==> config.mk <==
export PLATFORM = sky130hd
export DESIGN_NAME = elc_div
export DESIGN_NICKNAME = d
export VERILOG_FILES = /design/src/hdl/elc_pkg.sv /design/src/hdl/elc_div.sv
export SDC_FILE = /design/constraint.sdc
export NUM_CORES = 1
export LEC_CHECK = 0
export ABC_AREA = 1
export BUFFER_PORTS_ARGS = -buffer_cell sky130_fd_sc_hd__buf_2
export CORE_UTILIZATION = 50
export DETAILED_ROUTE_END_ITERATION = 12
export PLACE_DENSITY = 0.75
export SYNTH_ARGS = -nofsm -noshare
export SYNTH_HDL_FRONTEND = slang
export SYNTH_SLANG_ARGS = --single-unit
==> constraint.sdc <==
create_clock -name clk -period 3 [get_ports clk]
set_input_delay 0.6 -clock clk [delete_from_list [all_inputs] [get_ports clk]]
set_output_delay 0.6 -clock clk [all_outputs]
set_load 0.01 [all_outputs]
==> src/hdl/elc_pkg.sv <==
package elc_pkg;

  // fixed scaling of the encoder and the table
  localparam int CPR_BITS       = 14;
  localparam int COUNTS_PER_REV = 1 << CPR_BITS;
  localparam int TABLE_BITS     = 6;
  localparam int TABLE_SIZE     = 1 << TABLE_BITS;
  localparam int SPP_BITS       = 4;
  localparam int SAMPLES_PER_PAIR = 1 << SPP_BITS;
  localparam int MAX_POLE_PAIRS = 32;
  localparam int STORE_DEPTH    = MAX_POLE_PAIRS * SAMPLES_PER_PAIR;
  localparam int ADDR_W         = $clog2(STORE_DEPTH);
  localparam int N_W            = ADDR_W + 1;

  // shared divider: angle * counts over pole_pairs * 2^16, and the store sum over n
  localparam int DIV_DW = 32 + CPR_BITS;
  localparam int DIV_VW = 22;

  typedef enum logic [1:0] {
    REG_POLE_PAIRS = 2'd0,
    REG_SETTLE     = 2'd1,
    REG_INTERVAL   = 2'd2,
    REG_STEP       = 2'd3
  } cfg_reg_t;

  typedef enum logic [1:0] {
    PH_IDLE   = 2'd0,
    PH_SETTLE = 2'd1,
    PH_FWD    = 2'd2,
    PH_REV    = 2'd3
  } phase_t;

  typedef enum logic [3:0] {
    ST_IDLE,
    ST_MUL,
    ST_CLASS,
    ST_DIV,
    ST_OUT,
    ST_SUM,
    ST_MDIV,
    ST_EBASE,
    ST_EACC,
    ST_TOUT
  } state_t;

  typedef struct packed {
    logic        done;
    logic        last;
    logic [14:0] mean;
    logic [15:0] value;
    logic [5:0]  index;
    logic        lvalid;
    logic        on;
    logic [15:0] angle;
  } res_t;

  typedef struct packed {
    logic busy;
    logic done;
  } div_stat_t;

endpackage

==> src/hdl/elc_div.sv <==
module elc_div (
  input  logic                       clk,
  input  logic                       rst_n,
  input  logic                       start,
  input  logic [elc_pkg::DIV_DW-1:0] dividend,
  input  logic [elc_pkg::DIV_VW-1:0] divisor,
  output elc_pkg::div_stat_t         stat,
  output logic [elc_pkg::DIV_DW-1:0] quotient
);
  import elc_pkg::*;

  localparam int CNT_W = $clog2(DIV_DW);

  logic              busy_r;
  logic              done_r;
  logic [CNT_W-1:0]  cnt_r;
  logic [DIV_DW-1:0] dq_r;
  logic [DIV_VW-1:0] rem_r;
  logic [DIV_VW:0]   rem_sh;
  logic              fits;

  // one quotient bit a cycle, restoring
  assign rem_sh = {rem_r, dq_r[DIV_DW-1]};
  assign fits   = rem_sh >= {1'b0, divisor};

  always_ff @(posedge clk) begin
    if (!rst_n) begin
      busy_r <= 1'b0;
      done_r <= 1'b0;
    end else begin
      done_r <= busy_r && (cnt_r == CNT_W'(DIV_DW - 1));
      if (start) begin
        busy_r <= 1'b1;
      end else if (busy_r && (cnt_r == CNT_W'(DIV_DW - 1))) begin
        busy_r <= 1'b0;
      end
    end
  end

  always_ff @(posedge clk) begin
    if (start) begin
      cnt_r <= '0;
      dq_r  <= dividend;
      rem_r <= '0;
    end else if (busy_r) begin
      cnt_r <= cnt_r + 1'b1;
      dq_r  <= {dq_r[DIV_DW-2:0], fits};
      rem_r <= fits ? DIV_VW'(rem_sh - {1'b0, divisor}) : rem_sh[DIV_VW-1:0];
    end
  end

  assign stat.busy = busy_r;
  assign stat.done = done_r;
  assign quotient  = dq_r;

endmodule

# Yosys cells after proc, flatten, opt, wreduce, memory -nomap -nowiden
# Index checks and enable logic that the tools add are counted.
[totals] out_inout_bits=48 mem_bits_rw=0 mem_bits_ro=0 n_memories=0 register_bits=76 latch_bits=0 elab_cells=17
[classes] n_mux=5 n_shift=0 order_cmp=1 n_bitwise=0 n_reduce_logical=3 n_mul=0 div_mod_pow=0 eq_ne=1 addsub=2
[op_table] cell="$mux 46" n=2
[op_table] cell="$ge 23x22->1" n=1
[op_table] cell="$mux 22" n=1
[op_table] cell="$sub 22x22->22" n=1
[op_table] cell="$add 6x1->6 const B" n=1
[op_table] cell="$eq 6x6->1 const B" n=1
[op_table] cell="$reduce_bool 2->1" n=2
[op_table] cell="$mux 1" n=2
[op_table] cell="$logic_and 1x1->1" n=1

# Longest topological paths before layout
[depth] ltp_word=4 mapped_depth=17 mapped_depth_nobuf=16

# Worst setup path before layout
# No wires, ideal clock.
[synth_path] kind="in2reg" from="input start" to="register dq_r[0], in the netlist quotient[0], enable pin" arrival_time_ns=1.884 stages=2 setup_time_ns=0.653 path_buffers=0 path_slack_ns=0.463 cell_sequence="nor2_1 clkinv_1"
[synth_via] elab_chain_cells=1
[synth_rtl] element="start, declared" line="elc_div.sv:4" source="input logic start,"
[synth_rtl] element="$reduce_bool 2->1 (no source line)"
[synth_rtl] element="end signal, assigned" line="elc_div.sv:43" source="dq_r <= dividend;"
[synth_rtl] element="end signal, assigned" line="elc_div.sv:47" source="dq_r <= {dq_r[DIV_DW-2:0], fits};"
[synth_rtl] element="end, declared" line="elc_div.sv:17" source="logic [DIV_DW-1:0] dq_r;"
# No other way between the ends.
# A chain may end at the register's enable or synchronous reset.

# Final worst setup path
[layout_path] from="register dq_r[45], in the netlist quotient[45]" to="register rem_r[16]"
[layout_via] elab_chain_cells=2 elab_cells_between_ends=3 classes_between="1 x add/sub; 1 x order compare; 1 x mux"
[layout_rtl] element="$sub 22x22->22 or $ge 23x22->1 (tied branches)" line="elc_div.sv:48, elc_div.sv:24"
[layout_rtl] element="$mux 22 *" line="elc_div.sv:48" source="rem_r <= fits ? DIV_VW'(rem_sh - {1'b0, divisor}) : rem_sh[DIV_VW-1:0];"
[layout_rtl] element="end signal, assigned" line="elc_div.sv:48"
[layout_rtl] element="end, declared" line="elc_div.sv:18" source="logic [DIV_VW-1:0] rem_r;"
# Mark *: on every way between the ends. The rest lies on a longest branch, timed or not.

==> impl_metrics.ini <==
[outcome]
status = completed

[pwr]
ir_drop_mv = 0.264
power.density_mw_per_mm2 = 433
p_leak_uw = 0.00325

[detailed_routing]
wirelength_mm = 12.6
firstDrtPassIters = 4
drc = 0
antenna_left = 0
viasPerCell = 4.96
num_vias = 4890
wl_per_cell_um = 12.8
initialDrtViolationCount = 259

[floorplanning]
start_util_pct = 51.6
io_pins = 119
core-area_sq_mm = 0.00977
num_rows = 36
fp.dieW_um = 102
dieArea_sq_mm = 0.0105
dieHeight_um = 102

[sta]
fin_setup_tns_ns = 0
fmax_ghz = 0.452
fin_crit_ns = 2.21
max-slew-margin-rel_pct = 65.8
setup_viol_count_final = 0
hold_viol_final = 0
drv_slew = 0
worstMarginPinSlew_ns = 0.513
fin_crit_sh_pct = 73.7
finalClockSkew_ns = 0.0126
rsz0062_at_grt = false
setup_ws_ns = 0.788

[final_layout]
design_area_sq_mm = 0.00597
fillers = 942
diodes = 0
stdcell_count = 985
mostFrequentLayoutCells = nand2_1, buf_2, inv_1
drive_above_1_share_pct = 18.4
finalNetCount = 943
mostFrequentLayoutCell = nand2_1
area_growth_syn_to_layout_pct = 18.4

[placed_design]
dpl_cell_area_sq_mm = 0.00573
io_buffers = 118
pre_cts_ws_ns = 0.471
gp_congestion = 1.02
dp.cells = 969
hpwl_mm = 9.39

[logic_synthesis]
synth-edff-count = 46
synth_nets = 829
avgSynthCellArea_sq_um = 6.88
netlist_area_sq_mm = 0.00504
yosysUniqueCellTypes = 35
synth-seq-cells = 76
synth_warnings = 0
async_flop_share_pct = 0
ys.flop_type = edfxtp_1
syn_inst = 733
yosysSeqAreaShare_pct = 39.3

[worst_setup_path]
critical-path-top-delay-family = simple AND/OR/NAND/NOR gates
crit_arrival_ns = 2.47
critPathSlowestCell = fa_1
slowest_delay_ns = 0.43
path_buf_inv = 2
worst_path_most_repeated_cell = nand2_1
cp_data_required_time_ns = 3.26
crit_type = register to register
path_cells = inv_1, ha_1, inv_1, fa_1, nand2_1, nand3_1, nand2_1, nand2_1, nand2_1, nand2_1, nand2_1, nand3_1, nand3_1, nand2_1
end_kind = register
crit_path_start_kind = register
crit_path_max_fanout = 4

[clock_tree]
clkSlewWorstSetupHoldPaths_ns = 0.09
cts_made_buffers = 9
post_cts_resize_count = 0
clockBufferDepth = 2
cts_hold_buf = 0
cts_tree = built
cts_setup_buffers = 0
ctsHtreeMaxLevel = 3
cts_root_buf = clkbuf_8
clock_latency_ns = 0.36
cts_sinks = 76

[global_routing]
grt_start_max_net_pins = 53
antenna_found_initial = 0
grt_pass1_vias = 4232
overflow = 0
grt_first_pass_wirelength_mm = 19.1
grt_usage_pct = 23.5

[hold_path]
min_path_type = primary input to register

[job]
max-cap-violations = 0
-- stage by stage --
| stage | hold slack, ns | power, uW | utilization (%) |
|---|---|---|---|
| 3_5_place_dp | 0.464 | 1640 | 58.6 |
| 4_1_cts | 0.454 | 2610 | 61.1 |
| 6_report | 0.473 | 2580 | 61.1 |
| 3_3_place_gp | 0.458 | 1630 | 58.6 |
| 2_1_floorplan | 0.442 | 1480 | - |
| 5_1_grt | 0.484 | 2690 | 61.1 |
-- layout make-up --
class                           count  area [sq um]  share of cell area [%]
Clock buffer                       10           128                    2.14
Clock inverter                      6           113                    1.89
Inverter                          109           409                    6.85
Multi-Input combinational cell    526          2520                    42.2
Sequential cell                    76          1980                    33.2
Tap cell                          133           166                    2.79
Timing Repair Buffer              125           656                    11.0
-- power by group --
part	leakage (uW)	internal [uW]	switching [uW]	total, uW
registers	0.000715	1190	38.3	1230
clock network	0.000121	556	409	965
logic	0.00242	153	234	387
-- worst paths after layout --
check,start,endpoint,slack (ns),cells after the start
worst min register to register,rem_r[14],rem_r[14],0.47,2
worst max-delay path,quotient[45],rem_r[16],0.79,14
worst max register to register,quotient[45],rem_r[16],0.79,14
worst min-delay path,rst_n,done_r,0.47,3
-- registers in the layout (all words and copies together), names as in the netlist --
signal / count
quotient: 46
done_r: 1
rem_r: 22
cnt_r: 6
busy_r: 1
-- kinds of logic after synthesis --
| kind of cell | Yosys count | synth area share, % |
|---|---|---|
| AO/OA/AOI/OAI | 42 | 4.59 |
| buffers and inverters | 131 | 10.7 |
| flip-flops | 76 | 39.3 |
| adder cells (fa/ha/maj) | 25 | 6.36 |
| XOR/XNOR | 9 | 1.56 |
| AND/OR/NAND/NOR | 450 | 37.4 |
-- metal layers --
metal | share of wire [%] | vias up | track usage (%)
li1 | - | 2523 | -
met1 | 47 | 2230 | 30.9
met2 | 47 | 122 | 38.4
met3 | 4.7 | 15 | 4.99
met4 | 1.2 | 0 | 8.24
met5 | 0 | - | 0
-- cells in the mapped netlist, types with 2 or more instances --
| library cell | number | area (sq um) |
|---|---|---|
| nand3_1 | 58 | 290 |
| nand3b_1 | 11 | 82.6 |
| buf_4 | 3 | 22.5 |
| o21ai_1 | 9 | 45.0 |
| buf_1 | 3 | 11.3 |
| edfxtp_1 | 46 | 1380 |
| clkinv_1 | 3 | 11.3 |
| dfxtp_1 | 30 | 601 |
| xnor2_1 | 8 | 70.1 |
| nor2_2 | 4 | 25.0 |
| nor2_4 | 2 | 22.5 |
| ha_1 | 24 | 300 |
| nand2_2 | 6 | 37.5 |
| nor3_1 | 5 | 25.0 |
| a21oi_1 | 17 | 85.1 |
| nor2_1 | 34 | 128 |
| a31oi_1 | 2 | 12.5 |
| nand2_1 | 320 | 1200 |
| nand4_1 | 7 | 43.8 |
| o21ai_0 | 7 | 35.0 |
| clkbuf_1 | 10 | 37.5 |
| buf_6 | 5 | 56.3 |
| o21bai_1 | 3 | 22.5 |
| inv_1 | 105 | 394 |
-- worst min-delay path: cells and delay by family --
family,cells,cell delay (ns)
buf+inv,1,0.11
simple gates,2,0.10
No activity file was read; power rests on OpenSTA's default activity.
